File: src/hdl/lstk_pkg.sv
package lstk_pkg;

  localparam int DEPTH_DEF = 16;
  localparam int WORD_W    = 32;
  localparam int POS_W     = 5;

  typedef enum logic [1:0] {
    OP_PUSH = 2'd0,
    OP_POP  = 2'd1,
    OP_SRCH = 2'd2,
    OP_NONE = 2'd3
  } opcode_t;

  typedef enum logic [1:0] {
    ST_OK       = 2'd0,
    ST_EMPTY    = 2'd1,
    ST_FULL     = 2'd2,
    ST_NOTFOUND = 2'd3
  } status_t;

  // which result the datapath should form
  typedef enum logic [2:0] {
    RES_OK,
    RES_EMPTY,
    RES_FULL,
    RES_NOTFOUND,
    RES_POPPED,
    RES_FOUND
  } res_kind_t;

  typedef enum logic [1:0] {
    S_IDLE,
    S_EXEC,
    S_POP_DONE,
    S_SEARCH
  } state_t;

  typedef struct packed {
    logic      latch;
    logic      push;
    logic      pop;
    logic      srch_init;
    logic      srch_step;
    logic      res_en;
    res_kind_t res_kind;
  } cmd_t;

  typedef struct packed {
    opcode_t op;
    logic    empty;
    logic    full;
    logic    match;
    logic    last;
  } sts_t;

endpackage

File: src/hdl/lstk_ctrl.sv
module lstk_ctrl
  import lstk_pkg::*;
(
  input  logic clk,
  input  logic rst_n,
  input  logic start,
  input  sts_t sts,
  output cmd_t cmd,
  output logic busy
);

  state_t state_r;
  state_t state_nxt;

  always_ff @(posedge clk) begin
    if (!rst_n) begin
      state_r <= S_IDLE;
    end else begin
      state_r <= state_nxt;
    end
  end

  assign busy = (state_r != S_IDLE);

  always_comb begin
    state_nxt    = state_r;
    cmd          = '0;
    cmd.res_kind = RES_OK;
    unique case (state_r)
      S_IDLE: begin
        if (start) begin
          cmd.latch = 1'b1;
          state_nxt = S_EXEC;
        end
      end
      S_EXEC: begin
        unique case (sts.op)
          OP_PUSH: begin
            cmd.res_en   = 1'b1;
            cmd.res_kind = sts.full ? RES_FULL : RES_OK;
            cmd.push     = !sts.full;
            state_nxt    = S_IDLE;
          end
          OP_POP: begin
            if (sts.empty) begin
              cmd.res_en   = 1'b1;
              cmd.res_kind = RES_EMPTY;
              state_nxt    = S_IDLE;
            end else begin
              cmd.pop   = 1'b1;
              state_nxt = S_POP_DONE;
            end
          end
          OP_SRCH: begin
            if (sts.empty) begin
              cmd.res_en   = 1'b1;
              cmd.res_kind = RES_EMPTY;
              state_nxt    = S_IDLE;
            end else begin
              cmd.srch_init = 1'b1;
              state_nxt     = S_SEARCH;
            end
          end
          default: begin
            cmd.res_en   = 1'b1;
            cmd.res_kind = RES_OK;
            state_nxt    = S_IDLE;
          end
        endcase
      end
      S_POP_DONE: begin
        cmd.res_en   = 1'b1;
        cmd.res_kind = RES_POPPED;
        state_nxt    = S_IDLE;
      end
      S_SEARCH: begin
        if (sts.match) begin
          cmd.res_en   = 1'b1;
          cmd.res_kind = RES_FOUND;
          state_nxt    = S_IDLE;
        end else if (sts.last) begin
          cmd.res_en   = 1'b1;
          cmd.res_kind = RES_NOTFOUND;
          state_nxt    = S_IDLE;
        end else begin
          cmd.srch_step = 1'b1;
        end
      end
      default: begin
        state_nxt = S_IDLE;
      end
    endcase
  end

endmodule

File: src/hdl/lstk_dpath.sv
module lstk_dpath
  import lstk_pkg::*;
#(
  parameter int DEPTH = DEPTH_DEF
)
(
  input  logic                     clk,
  input  logic                     rst_n,
  input  cmd_t                     cmd,
  input  logic [1:0]               in_opcode,
  input  logic signed [WORD_W-1:0] in_value,
  output sts_t                     sts,
  output logic                     out_strobe,
  output logic [1:0]               out_status,
  output logic signed [WORD_W-1:0] out_popped_value,
  output logic [POS_W-1:0]         out_position
);

  localparam int AW = (DEPTH > 1) ? $clog2(DEPTH) : 1;
  localparam int CW = $clog2(DEPTH + 1);

  logic [WORD_W-1:0] mem [DEPTH];

  opcode_t           op_r;
  logic [WORD_W-1:0] value_r;
  logic [CW-1:0]     count_r;
  logic [CW-1:0]     count_nxt;
  logic [AW-1:0]     ptr_r;
  logic [CW-1:0]     pos_r;
  logic [AW-1:0]     top_addr;
  logic [AW-1:0]     rd_addr;
  logic [WORD_W-1:0] rd_data_r;

  logic              res_valid_r;
  status_t           res_status_r;
  logic [WORD_W-1:0] res_popped_r;
  logic [POS_W-1:0]  res_pos_r;

  always_ff @(posedge clk) begin
    if (cmd.latch) begin
      op_r    <= opcode_t'(in_opcode);
      value_r <= in_value;
    end
  end

  // entry just below count; wraps when empty but the data is then unused
  assign top_addr = AW'(count_r - CW'(1));
  assign rd_addr  = cmd.srch_step ? (ptr_r - AW'(1)) : top_addr;

  always_ff @(posedge clk) begin
    if (cmd.push) begin
      mem[count_r[AW-1:0]] <= value_r;
    end
    rd_data_r <= mem[rd_addr];
  end

  always_comb begin
    count_nxt = count_r;
    if (cmd.push) begin
      count_nxt = count_r + CW'(1);
    end else if (cmd.pop) begin
      count_nxt = count_r - CW'(1);
    end
  end

  always_ff @(posedge clk) begin
    if (!rst_n) begin
      count_r <= '0;
    end else begin
      count_r <= count_nxt;
    end
  end

  // ptr_r addresses the entry whose data is in rd_data_r during the walk
  always_ff @(posedge clk) begin
    if (cmd.srch_init) begin
      ptr_r <= top_addr;
      pos_r <= CW'(1);
    end else if (cmd.srch_step) begin
      ptr_r <= ptr_r - AW'(1);
      pos_r <= pos_r + CW'(1);
    end
  end

  assign sts.op    = op_r;
  assign sts.empty = (count_r == '0);
  assign sts.full  = (count_r == CW'(DEPTH));
  assign sts.match = (rd_data_r == value_r);
  assign sts.last  = (pos_r == count_r);

  always_ff @(posedge clk) begin
    if (!rst_n) begin
      res_valid_r <= 1'b0;
    end else begin
      res_valid_r <= cmd.res_en;
    end
  end

  always_ff @(posedge clk) begin
    if (cmd.res_en) begin
      res_status_r <= ST_OK;
      res_popped_r <= '0;
      res_pos_r    <= '0;
      case (cmd.res_kind)
        RES_EMPTY:    res_status_r <= ST_EMPTY;
        RES_FULL:     res_status_r <= ST_FULL;
        RES_NOTFOUND: res_status_r <= ST_NOTFOUND;
        RES_POPPED:   res_popped_r <= rd_data_r;
        RES_FOUND:    res_pos_r    <= POS_W'(pos_r);
        default:      res_status_r <= ST_OK;
      endcase
    end
  end

  assign out_strobe       = res_valid_r;
  assign out_status       = res_status_r;
  assign out_popped_value = res_popped_r;
  assign out_position     = res_pos_r;

endmodule

File: src/hdl/lifo_stack_with_search.sv
// bounded lifo stack with push, pop and top-down search, one result per item
// push, unused opcode and pop or search on an empty stack are answered in S_EXEC;
// a pop passes S_EXEC then S_POP_DONE; a search walks in S_SEARCH from the top
// to the matching position or, on a miss, to the count; the walk reads one entry a cycle
// a new item may start in the cycle its result is strobed
// synchronous active-low reset empties the stack; results cannot be stalled
module lifo_stack_with_search
  import lstk_pkg::*;
#(
  parameter int DEPTH = DEPTH_DEF
)
(
  input  logic                     clk,
  input  logic                     rst_n,
  input  logic                     start,
  output logic                     busy,
  input  logic [1:0]               in_opcode,
  input  logic signed [WORD_W-1:0] in_value,
  output logic                     out_strobe,
  output logic [1:0]               out_status,
  output logic signed [WORD_W-1:0] out_popped_value,
  output logic [POS_W-1:0]         out_position
);

  cmd_t cmd;
  sts_t sts;

  lstk_ctrl u_ctrl (
    .clk   (clk),
    .rst_n (rst_n),
    .start (start),
    .sts   (sts),
    .cmd   (cmd),
    .busy  (busy)
  );

  lstk_dpath #(
    .DEPTH (DEPTH)
  ) u_dpath (
    .clk              (clk),
    .rst_n            (rst_n),
    .cmd              (cmd),
    .in_opcode        (in_opcode),
    .in_value         (in_value),
    .sts              (sts),
    .out_strobe       (out_strobe),
    .out_status       (out_status),
    .out_popped_value (out_popped_value),
    .out_position     (out_position)
  );

  a_accept_busy: assert property (@(posedge clk) disable iff (!rst_n)
    (start && !busy) |=> busy)
    else $error("accepted item did not make the block busy");

  a_strobe_single: assert property (@(posedge clk) disable iff (!rst_n)
    out_strobe |=> !out_strobe)
    else $error("result strobe held for more than one cycle");

  a_strobe_idle: assert property (@(posedge clk) disable iff (!rst_n)
    out_strobe |-> !busy)
    else $error("result strobed while still working");

  a_fields_ok: assert property (@(posedge clk) disable iff (!rst_n)
    (out_strobe && (out_position != '0 || out_popped_value != '0))
      |-> (out_status == ST_OK))
    else $error("position or popped value set on a failing result");

endmodule

File: config.mk
export PLATFORM = sky130hd
export DESIGN_NAME = lifo_stack_with_search
export DESIGN_NICKNAME = d
export VERILOG_FILES = /design/src/hdl/lstk_pkg.sv /design/src/hdl/lstk_ctrl.sv /design/src/hdl/lstk_dpath.sv /design/src/hdl/lifo_stack_with_search.sv
export SDC_FILE = /design/constraint.sdc
export NUM_CORES = 1
export LEC_CHECK = 0
export ABC_AREA = 1
export BUFFER_PORTS_ARGS = -buffer_cell sky130_fd_sc_hd__buf_2
export CAP_MARGIN = 25
export CORE_AREA = 4 4 217 219
export CTS_CLUSTER_SIZE = 10
export DETAILED_ROUTE_END_ITERATION = 8
export DIE_AREA = 0 0 221 223
export PLACE_DENSITY_LB_ADDON = 0.15
export SETUP_SLACK_MARGIN = 0.05
export SLEW_MARGIN = 5
export SYNTH_ARGS = -nofsm -noshare
export SYNTH_HDL_FRONTEND = slang
export SYNTH_SLANG_ARGS = --single-unit
File: constraint.sdc
create_clock -name clk -period 5.2 [get_ports clk]
set_input_delay 1.3 -clock clk [delete_from_list [all_inputs] [get_ports clk]]
set_output_delay 1.3 -clock clk [all_outputs]
set_load 0.02 [all_outputs]
Yosys cells after proc, flatten, opt, wreduce, memory -nomap -nowiden --
Memory sizes are Yosys's and may differ from the RTL's. A register that Yosys moved wholly into a read port is not among the register bits. Cells that the tools add are included.
Operators by class: muxes and demuxes 31, equality and inequality tests 15, add/sub/neg operators 4, reductions and logical operators 9
Operators by type and width (number):
- 32-bit equality test | 1
- 4-bit 2-to-1 mux | 6
- 2-bit 2-to-1 mux | 6
- 4-bit case mux with 3 select lines | 1
- 1-bit 2-to-1 mux | 11
- 5-bit by 1-bit adder with 5-bit output (second input constant) | 2
- 5-bit 2-to-1 mux | 2
- 2-bit case mux with 4 select lines | 1
- 4-bit case mux with 2 select lines | 1
- 2-bit equality test (second input constant) | 3
- 3-bit by 2-bit equality test with 1-bit output (second input constant) | 2
- 3-bit equality test (second input constant) | 2
- 2-bit case mux with 3 select lines | 1
- 2-bit nonzero test | 3
- 5-bit equality test | 1
- 5-bit equality test (second input constant) | 1
- 5-bit logical NOT | 1
- 5-bit by 1-bit subtractor with 5-bit output (second input constant) | 1
- 2-bit by 1-bit equality test with 1-bit output (second input constant) | 2
- 2-bit logical NOT | 2
- 2-bit case mux with 2 select lines | 1
- 4-bit by 1-bit subtractor with 4-bit output (second input constant) | 1
- 3-bit by 1-bit equality test with 1-bit output (second input constant) | 1
- 3-bit 2-to-1 mux | 1
- other kinds (5) | 5
Storage, ports and cells: memories kept 1, input bits 37, bits in writable memories 512, register bits 90, output and inout port bits 41, word-level logic and storage cells 70
Memory list:
- u_dpath.mem | depth 16, bits a word 32, rd ports 1, clocked after Yosys merged registers in 1, wr ports 1, RTL line lstk_dpath.sv:22 | logic [WORD_W-1:0] mem [DEPTH];

Longest topological paths before layout --
Gate-level depths: netlist of run 1.
depth in word-level cells 6, depth in mapped cells 18, depth with buffers taken out 16

Cells and area by module --
A second synthesis of run 1 with hierarchy kept.
Unflattened totals: cells, all modules 2542, area, all modules 27258.6 µm²
By module, submodules not included:
- lstk_dpath | area each 26980.9 µm², cells an instance 2495, times used 1, sequential area each 18547.8 µm²
- lstk_ctrl | area each 277.8 µm², cells an instance 47, times used 1, sequential area each 40.0 µm²

Worst setup path after synthesis of run 1 --
No wires, ideal clock.
path type reg-to-reg, start register u_dpath.value_r[4], end register u_dpath.res_popped_r[0] (netlist: u_dpath.out_popped_value[0]) (enable), library setup time 0.461 ns, path buffers 0, cell stages (with the launch flop) 10, clock period less this slack 3.816 ns, slack 1.384 ns, arrival time 3.355 ns, data required time 4.739 ns, cell sequence edfxtp_1 > xnor2_1 > nand2_1 > nor2_1 > nand2_1 > nor2_1 > nand2_1 > o21ai_0 > a21boi_0 > a31oi_1
RTL lines:
- start, declared | RTL line lstk_dpath.sv:25 | logic [WORD_W-1:0] value_r;
- start signal, assigned | RTL line lstk_dpath.sv:42 | value_r <= in_value;
- end signal, assigned | RTL line lstk_dpath.sv:108 | RES_POPPED: res_popped_r <= rd_data_r;
- end, declared | RTL line lstk_dpath.sv:36 | logic [WORD_W-1:0] res_popped_r;

Worst setup path in the final report of run 1 --
start register u_dpath.value_r[8], end register u_dpath.rd_data_r[28], read port of u_dpath.mem
On the way: word-level cells in the longest chain between the ends 4
RTL lines:
- 32-bit equality test | RTL line lstk_dpath.sv:88 | assign sts.match = (rd_data_r == value_r);
- 1-bit 2-to-1 mux | RTL line lstk_ctrl.sv:77 | if (sts.match) begin
- 1-bit 2-to-1 mux | RTL line lstk_ctrl.sv:29 | unique case (state_r)
- 4-bit 2-to-1 mux | RTL line lstk_dpath.sv:48 | assign rd_addr = cmd.srch_step ? (ptr_r - AW'(1)) : top_addr;
- end, declared | RTL line lstk_dpath.sv:32 | logic [WORD_W-1:0] rd_data_r;
Every way passes these cells. A chain may end at the register's enable or synchronous reset.

==> out/results.ini, run 1 <==
[run_status]
outcome = finished, final reports clean

[cts]
cts_resized = 0
clk_latency_ns = 0.60
htree_levels = 3
cts_tree = yes
postCtsHoldBufs = 0
postCtsSetupRepairBufs = 0
cts_made_buffers = 73
cts-root-buf = clkbuf_16
clk_pin_slew_ns = 0.06
clk_path_buf_depth = 3
cts_sinks = 634

[sta]
rsz0062_at_grt = no
whs_ns = 0.518
worstMarginPinSlew_ns = 1.13
slew_violations = 0
fin_skew_ns = 0.0170
fin_tns_setup_ns = 0
hold_viol_final = 0
fmax_mhz = 231
min_period_ns = 4.33
finalCritPeriodShare = 0.833
setup_viol = 0
setup_ws_ns = 0.869
maxSlewHeadroom = 0.244

[grt]
grt_pass1_vias = 18900
grt_pass1_wl_mm = 110
grt_max_degree = 109
grt_use_total = 0.293
grt_remaining_overflow = 0
grt_antenna_before_repair = 0

[die]
io_pins = 78
die_h_um = 223
die_x_um = 221
row_count = 78
initial_core_util = 0.604
die-area_um2 = 49300
coreArea_um2 = 45100

[pwr]
swShare = 0.238
vdd_drop_max_uv = 272
p_clk_frac = 0.404
leakagePower_nw = 13.1
intPower_mw = 8.72
powerDensity_nw_per_um2 = 375
p_sw_mw = 2.72
fin_total_pwr_mw = 11.4
share_seq_of_total_power = 0.515
pwr-share-comb = 0.082

[synth]
yosys.cell_types.count = 32
synth_fa_ha_area_frac = 0.00505
synth_nets = 2649
synth_area_leader_cell = edfxtp_1
yosysWarnings = 0
synth_compound_area_frac = 0.00662
synth-simple-area-share = 0.192
synth.top_cell.area_share = 0.650
synth.most_common_cell = nand3_1
synthTopCellsByCount = nand3_1, edfxtp_1, inv_1
synth_area_leaders = edfxtp_1, nand3_1, inv_1
syn_avg_cell_area_um2 = 10.5
synth_top_family_by_area = simple AND/OR/NAND/NOR gates
synth_edf_count = 589
ys.flop_type = edfxtp_1
synth_area_um2 = 27200
synth-seq-area-share = 0.683
ys_ff_latch = 634
syn_inst = 2601
synth_mux_area_frac = 0
synthXorXnorAreaFrac = 0.0103
synthArstFlopShare = 0

[route]
routed_wl_mm = 72.6
wl_per_cell_um = 21.8
vias = 18900
vias_per_cell = 5.67
dr.pass1.iters = 6
drc = 0
drt.antenna.violating_nets = 0
drtIter0Drc = 2168

[placed_design]
port-buffer-count = 77
place_worst_setup_slack_ns = 0.995
hpwlAfterDp_mm = 38.4
gp_congestion = 0.883

[finish]
diodes = 0
multi_input_area_um2 = 6040
area_growth_pct = 12.2
seqCellArea_um2 = 18600
fillers = 3335
drive_gt1_frac = 0.0898
finalNetCount = 2724
finish.utilization = 0.678

[critical_path]
cp_top_family = simple AND/OR/NAND/NOR gates
cp_slowest_cell = edfxtp_1
path_cells = xnor2_1, nand2_1, nor2_1, nand2_1, nor2_1, nand2_1, nand3_4, nand2_4, buf_12, nand2_1, nand3_1, nand3_1, nand3_1, nand2_1
cpPeakStageDelay_ns = 0.60
crit_buf_inv = 1
crit_arrival_ns = 4.86
path_class = reg -> reg
endpoint_kind = flip-flop
crit_top_cell = nand2_1
path_max_fanout = 64
cp.required_ns = 5.73
startpoint_type = flip-flop

[flow_run]
drv_cap = 0

[worst_hold_path]
min_path_type = reg -> reg

[cell usage in the layout (no fill, tap or decap), drive strengths merged]
master  netlist  layout
a211oi        2       2
a21boi        1       1
a21oi         7       7
a31oi         3       3
and3          1       1
buf          92     125
clkbuf       33     125
clkinv        1       1
dfxtp        45      45
edfxtp      589     589
ha           11      11
inv         589     592
nand2       478     478
nand3       618     618
nand3b        1       1
nor2         70      70
nor3          9       9
o21ai        17      17
o21bai        1       1
o31ai         1       1
xnor2        28      28
xor2          4       4
[state kept, by name (all words and copies together) (netlist names)]
name and cells:
u_ctrl.state_r 2, u_dpath.count_r 5, u_dpath.mem 512, u_dpath.op_r 2
u_dpath.out_popped_value 32, u_dpath.out_position 5, u_dpath.out_status 2, u_dpath.out_strobe 1
u_dpath.pos_r 5, u_dpath.ptr_r 4, u_dpath.rd_data_r 32, u_dpath.value_r 32
[final timing paths]
path	cells after the start	slack, ns	from	end
setup / recovery	14	0.87	u_dpath.value_r[8]	u_dpath.rd_data_r[28]
hold / removal	2	0.52	u_dpath.pos_r[4]	u_dpath.pos_r[4]
setup reg to reg	14	0.87	u_dpath.value_r[8]	u_dpath.rd_data_r[28]
hold reg to reg	2	0.52	u_dpath.pos_r[4]	u_dpath.pos_r[4]
[metrics by stage]
| stage | instances | area, um^2 |
|---|---|---|
| detailed placement | 3201 | 28400 |
| floorplan | 2601 | 27200 |
| CTS | 3329 | 30500 |
| global route | 3329 | 30500 |
| finish | 3329 | 30500 |
| global placement | 3200 | 28400 |
[worst register-to-register path: stages, from the launching register on]
cell	delay [ns]
edfxtp_1	0.60
xnor2_1	0.40
nand2_1	0.09
nor2_1	0.21
nand2_1	0.08
nor2_1	0.41
nand2_1	0.35
nand3_4	0.53
nand2_4	0.56
buf_12	0.41
nand2_1	0.16
nand3_1	0.07
nand3_1	0.14
nand3_1	0.13
nand2_1	0.12
[cells by family after synthesis]
logic type | Yosys count
flops | 634
compound gates | 32
buf+inv | 715
xor+xnor | 32
simple gates | 1177
fa+ha+maj | 11
[cell type report]
cell class / instances / share of cell area
inverters: 590 / 0.0725
repair buffers: 125 / 0.0278
multi-input cells: 1252 / 0.198
well taps: 600 / 0.0246
flip-flops and latches: 634 / 0.608
clock buffers: 125 / 0.0682
clock inverters: 3 / 0.000860
[routing by layer]
| metal | global-route usage | vias to the layer above | part of all wire |
|---|---|---|---|
| met1 | 0.370 | 9005 | 0.38 |
| met5 | 0 | - | 0 |
| met4 | 0.142 | 0 | 0.053 |
| met2 | 0.481 | 1012 | 0.47 |
| li1 | - | 8594 | - |
| met3 | 0.0709 | 251 | 0.10 |
[power groups by stage]
stage / registers, mW / clock network [mW] / logic, mW
final: 5.89 / 4.62 / 0.933
after global placement: 5.99 / 0 / 0.909
after global routing: 5.90 / 4.90 / 1.02
after detailed placement: 5.99 / 0 / 0.923
after CTS: 5.89 / 4.67 / 0.930
after floorplan: 5.95 / 0 / 0.586
Power figures use the tool's default switching activity.
==> inputs of run 2 (changes only) <==
==> constraint.sdc (replaced) <==
create_clock -name clk -period 4 [get_ports clk]
set_input_delay 1 -clock clk [delete_from_list [all_inputs] [get_ports clk]]
set_output_delay 1 -clock clk [all_outputs]
set_load 0.02 [all_outputs]
==> run 2 against run 1 <==
Register-to-register slack got worse by 0.62 ns. First-iteration DRC count is 6.5% lower. Highest routed layer unchanged. Fmax grew 16%. Critical path type unchanged. Combinational power grew 36%. Critical endpoint is now u_dpath.rd_data_r[7]. Non-clock buffer count is 17 higher.
==> out/results.ini, run 2 (synthesis gave the netlist of run 1 again) <==
[run_status]
outcome = finished, final reports clean

[sta]
slew_violations = 0  ; unchanged
hold_viol_final = 0  ; unchanged
rsz0062_at_grt = no
fin_skew_ns = 0.0100  ; -0.00693 ns
fmax_mhz = 267  ; +16%
setup_ws_ns = 0.251  ; -0.619 ns
maxSlewHeadroom = 0.282  ; +0.0382
worstMarginPinSlew_ns = 1.07  ; -0.0600 ns
min_period_ns = 3.75  ; -0.581 ns
fin_tns_setup_ns = 0  ; unchanged
setup_viol = 0  ; unchanged
finalCritPeriodShare = 0.937  ; +0.104

[flow_run]
drv_cap = 0  ; unchanged

[route]
routed_wl_mm = 71.7  ; -1.4%
drtIter0Drc = 2026  ; -6.5%
vias = 18900  ; +0.048%
drc = 0  ; unchanged
vias_per_cell = 5.63  ; -0.58%
dr.pass1.iters = 8  ; +2
wl_per_cell_um = 21.4  ; -2.0%
drt.antenna.violating_nets = 0  ; unchanged

[die]
die_h_um = 223  ; unchanged
row_count = 78  ; unchanged
die_x_um = 221  ; unchanged
io_pins = 78  ; unchanged
coreArea_um2 = 45100  ; unchanged
initial_core_util = 0.604  ; unchanged
die-area_um2 = 49300  ; unchanged

[cts]
cts_sinks = 634  ; unchanged
postCtsSetupRepairBufs = 0  ; unchanged
cts_tree = yes
cts_resized = 0  ; unchanged
clk_path_buf_depth = 3  ; unchanged
cts_made_buffers = 74  ; +1.4%
cts-root-buf = clkbuf_16
clk_latency_ns = 0.60  ; about the same
clk_pin_slew_ns = 0.05  ; about the same
postCtsHoldBufs = 0  ; unchanged
htree_levels = 3  ; unchanged

[placed_design]
dpl_cell_area_um2 = 28800  ; +1.1%
gp_congestion = 0.855  ; -3.1%
place_worst_setup_slack_ns = 0.354  ; -0.641 ns
hpwlAfterDp_mm = 38.0  ; -0.88%
port-buffer-count = 77  ; unchanged

[finish]
finalNetCount = 2742  ; +0.66%
final_common_cell = nand3_1
layout_common_cells = nand3_1, edfxtp_1, inv_1, nand2_1, clkbuf_16
drive_gt1_frac = 0.0960  ; +0.00622
stdcell_area_um2 = 30900  ; +1.3%
diodes = 0  ; unchanged
largest_register_ffs = 512  ; unchanged
area_growth_pct = 13.6
multi_input_area_um2 = 6040  ; unchanged
seqCellArea_um2 = 18600  ; unchanged
fillers = 3362  ; +0.81%

[critical_path]
path_class = reg -> reg
crit_arrival_ns = 4.30  ; -0.56 ns
path_max_fanout = 26  ; -59%
startpoint_type = flip-flop
endpoint_kind = flip-flop
cp.required_ns = 4.55  ; -1.18 ns

[grt]
grt_remaining_overflow = 0  ; unchanged
grt_use_total = 0.288  ; -0.00493
grt_pass1_wl_mm = 108  ; -1.3%
grt_antenna_before_repair = 1  ; +1
grt_max_degree = 96  ; -12%
grt_pass1_vias = 18500  ; -2.1%

[pwr]
vdd_drop_max_uv = 383  ; +41%
powerDensity_nw_per_um2 = 487  ; +30%
leakagePower_nw = 13.3  ; +1.3%

[worst_hold_path]
min_path_type = reg -> reg

## run 2: cell count changes in the layout (fill, tap and decap cells not counted)
| cell | change |
|---|---|
| buf_12 | +15 |
| clkbuf_1 | +1 |
| buf_4 | +3 |
| clkinv_2 | +1 |
| clkbuf_8 | -2 |
| clkinv_1 | +1 |
| clkbuf_16 | +4 |
| inv_6 | -1 |
| buf_6 | -1 |
## run 2: routing by layer
metal / wire length [um] / share of wire / vias to the layer above / track usage
met1: 27300 / 0.38 / 9047 / 0.367
met3: 6170 / 0.086 / 217 / 0.0536
li1: - / - / 8650 / -
met5: 0 / 0 / - / 0
met2: 35000 / 0.49 / 957 / 0.491
met4: 3120 / 0.044 / 0 / 0.121
## run 2: final cells by class
type | count | share of cell area
sequential | 634 | 0.601
multi-input combinational | 1252 | 0.195
inverter | 590 | 0.0716
clock buffer | 128 | 0.0698
timing repair buffer | 142 | 0.0375
tap | 600 | 0.0243
clock inverter | 4 | 0.000849
## run 2: metrics by stage
step,hold WS (ns),total power [mW],instances,utilization
floorplan,0.474,8.49,2601,-
CTS,0.538,15.1,3350,0.686
finish,0.535,15.1,3350,0.686
global route,0.544,15.6,3350,0.686
detailed placement,0.515,9.03,3218,0.638
global placement,0.506,9.00,3218,0.638
## run 2: power breakdown
group	switching, mW	internal, mW	total [mW]
Sequential	0.211	7.44	7.65
Clock	2.51	3.64	6.15
Combinational	0.863	0.405	1.27
## run 2: path summary, 6_finish.rpt
path                       start                   end  slack [ns]  cells past startpoint
max          u_dpath.value_r[31]  u_dpath.rd_data_r[7]        0.25                     14
min           u_dpath.value_r[6]    u_dpath.mem[10][6]        0.54                      0
max reg2reg  u_dpath.value_r[31]  u_dpath.rd_data_r[7]        0.25                     14
min reg2reg   u_dpath.value_r[6]    u_dpath.mem[10][6]        0.54                      0
## run 2: critical path, cell delays in order, from the launching register on
cell	delay (ns)
edfxtp_1	0.66
xnor2_1	0.50
nand2_1	0.11
nor2_1	0.09
nand2_1	0.06
nor2_1	0.36
nand2_1	0.32
nand2_4	0.32
nand2_1	0.14
o21ai_4	0.23
buf_4	0.43
nand3_1	0.15
nand3_1	0.11
nand3_1	0.09
nand2_1	0.10
==> inputs of run 3 (changes only) <==
--- a/config.mk
+++ b/config.mk
@@ -8,10 +8,12 @@
 export ABC_AREA = 1
 export BUFFER_PORTS_ARGS = -buffer_cell sky130_fd_sc_hd__buf_2
 export CAP_MARGIN = 25
-export CORE_AREA = 4 4 217 219
+export CELL_PAD_IN_SITES_DETAIL_PLACEMENT = 0
+export CELL_PAD_IN_SITES_GLOBAL_PLACEMENT = 2
+export CORE_AREA = 2 2 258 260
 export CTS_CLUSTER_SIZE = 10
 export DETAILED_ROUTE_END_ITERATION = 8
-export DIE_AREA = 0 0 221 223
+export DIE_AREA = 0 0 260 262
 export PLACE_DENSITY_LB_ADDON = 0.15
 export SETUP_SLACK_MARGIN = 0.05
 export SLEW_MARGIN = 5
==> run 3 against run 2 <==
Count of clock-buffer cells in the layout is 5 lower. Clock skew is 0.0075 ns higher. Hold slack lost 0.013 ns. Critical path type unchanged. Sequential power is essentially flat. Register-to-register slack better by 0.12 ns. Die area grew 38%.
==> out/results.ini, run 3 (synthesis gave the netlist of run 1 again) <==
[critical_path]
endpoint_kind = flip-flop
cp.required_ns = 4.49  ; -0.06 ns
path_class = reg -> reg
startpoint_type = flip-flop
path_max_fanout = 34  ; +31%
r2r-start = u_dpath.value_r[16]
critPathLaunch = u_dpath.value_r[16]
crit_arrival_ns = 4.12  ; -0.18 ns

[route]
wl_per_cell_um = 21.7  ; +1.7%
vias_per_cell = 4.99  ; -11%
vias = 18100  ; -4.3%
dr.pass1.iters = 7  ; -1
drc = 0  ; unchanged
drt.antenna.violating_nets = 0  ; unchanged
routed_wl_mm = 78.7  ; +9.8%
drtIter0Drc = 1534  ; -24%

[pwr]
leakagePower_nw = 13.4  ; +0.38%
powerDensity_nw_per_um2 = 483  ; -0.86%
vdd_drop_max_uv = 296  ; -23%

[die]
die_h_um = 262  ; +17%
initial_core_util = 0.417  ; -0.187
row_count = 94  ; +21%
die_x_um = 260  ; +18%
coreArea_um2 = 65300  ; +45%
die-area_um2 = 68100  ; +38%
io_pins = 78  ; unchanged

[cts]
htree_levels = 3  ; unchanged
postCtsHoldBufs = 0  ; unchanged
cts_made_buffers = 75  ; +1.4%
clk_path_buf_depth = 3  ; unchanged
clk_latency_ns = 0.60  ; about the same
clk_pin_slew_ns = 0.06  ; about the same
cts_sinks = 634  ; unchanged
cts_tree = yes
cts-root-buf = clkbuf_16

[sta]
fmax_mhz = 276  ; +3.4%
maxSlewHeadroom = 0.353  ; +0.0711
fin_skew_ns = 0.0175  ; +0.00752 ns
setup_ws_ns = 0.373  ; +0.123 ns
min_period_ns = 3.63  ; -0.123 ns
setup_viol = 0  ; unchanged
rsz0062_at_grt = no
fin_tns_setup_ns = 0  ; unchanged
worstMarginPinSlew_ns = 0.971  ; -0.104 ns
finalCritPeriodShare = 0.907  ; -0.0307
slew_violations = 0  ; unchanged
hold_viol_final = 0  ; unchanged

[grt]
grt_antenna_before_repair = 1  ; unchanged
grt_pass1_wl_mm = 117  ; +7.7%
grt_pass1_vias = 17700  ; -3.9%
grt_remaining_overflow = 0  ; unchanged
grt_use_total = 0.236  ; -0.0520
grt_max_degree = 136  ; +42%

[finish]
finalNetCount = 2752  ; +0.36%
final_common_cell = nand3_1
area_growth_pct = 15.2
diodes = 0  ; unchanged
largest_register_ffs = 512  ; unchanged
layout_common_cells = nand3_1, edfxtp_1, inv_1, nand2_1, clkbuf_16
drive_gt1_frac = 0.0999  ; +0.00385

[worst_hold_path]
min_path_type = reg -> reg
min_from = u_dpath.pos_r[4]

[flow_run]
drv_cap = 0  ; unchanged

[placed_design]
port-buffer-count = 77  ; unchanged
gp_congestion = 0.767  ; -10%
hpwlAfterDp_mm = 40.9  ; +7.5%
place_worst_setup_slack_ns = 0.234  ; -0.120 ns

[run_status]
outcome = finished, final reports clean

run 3: worst paths after layout:
check	to	slack, ns	cells after the start
worst max-delay path	u_dpath.rd_data_r[3]	0.37	15
worst min-delay path	u_dpath.pos_r[4]	0.52	2
worst max register to register	u_dpath.rd_data_r[3]	0.37	15
worst min register to register	u_dpath.pos_r[4]	0.52	2
run 3: final cells by class:
class / instances / area [um^2]
Tap cell: 864 / 1080
Multi-Input combinational cell: 1252 / 6050
Clock inverter: 4 / 22.5
Inverter: 590 / 2210
Fill cell: 6015 / 33900
Sequential cell: 634 / 18600
Timing Repair Buffer: 151 / 1270
Clock buffer: 123 / 2150
run 3: worst max-delay path, stage by stage (launching register included):
cell and delay [ns]:
edfxtp_1 0.50, xnor2_1 0.35, nand2_1 0.09, nor2_1 0.30, nand2_1 0.11, nor2_1 0.35, nand2_1 0.21, nand2_4 0.29
nand2_2 0.16, nand2_8 0.26, buf_4 0.43, nand2_1 0.10, nand3_1 0.10, nand3_1 0.08, nand3_1 0.10, nand2_1 0.06
run 3: stage by stage:
step / cell area (um^2) / utilization / hold slack, ns / instances / power, mW
floorplan: 27200 / - / 0.474 / 2601 / 8.49
global placement: 29200 / 0.447 / 0.503 / 3486 / 9.10
detailed placement: 29200 / 0.447 / 0.513 / 3487 / 9.10
CTS: 31300 / 0.480 / 0.521 / 3614 / 15.3
global route: 31400 / 0.481 / 0.545 / 3618 / 15.7
finish: 31400 / 0.481 / 0.522 / 3618 / 15.2
run 3: what timing repair did:
action	in CTS	in global routing
setup buffers	0	4
resized for setup	0	1
endpoints found under the setup margin	0	29
run 3: layer usage:
metal	part of all wire	GRT usage
met5	0	0
met4	0.020	0.0656
met3	0.047	0.0293
met2	0.47	0.389
met1	0.46	0.330
run 3: report_power, final:
| group | switching, mW | internal, mW | leakage, nW |
|---|---|---|---|
| clock network | 2.56 | 3.64 | 1.05 |
| registers | 0.200 | 7.44 | 5.72 |
| logic | 0.892 | 0.419 | 6.60 |
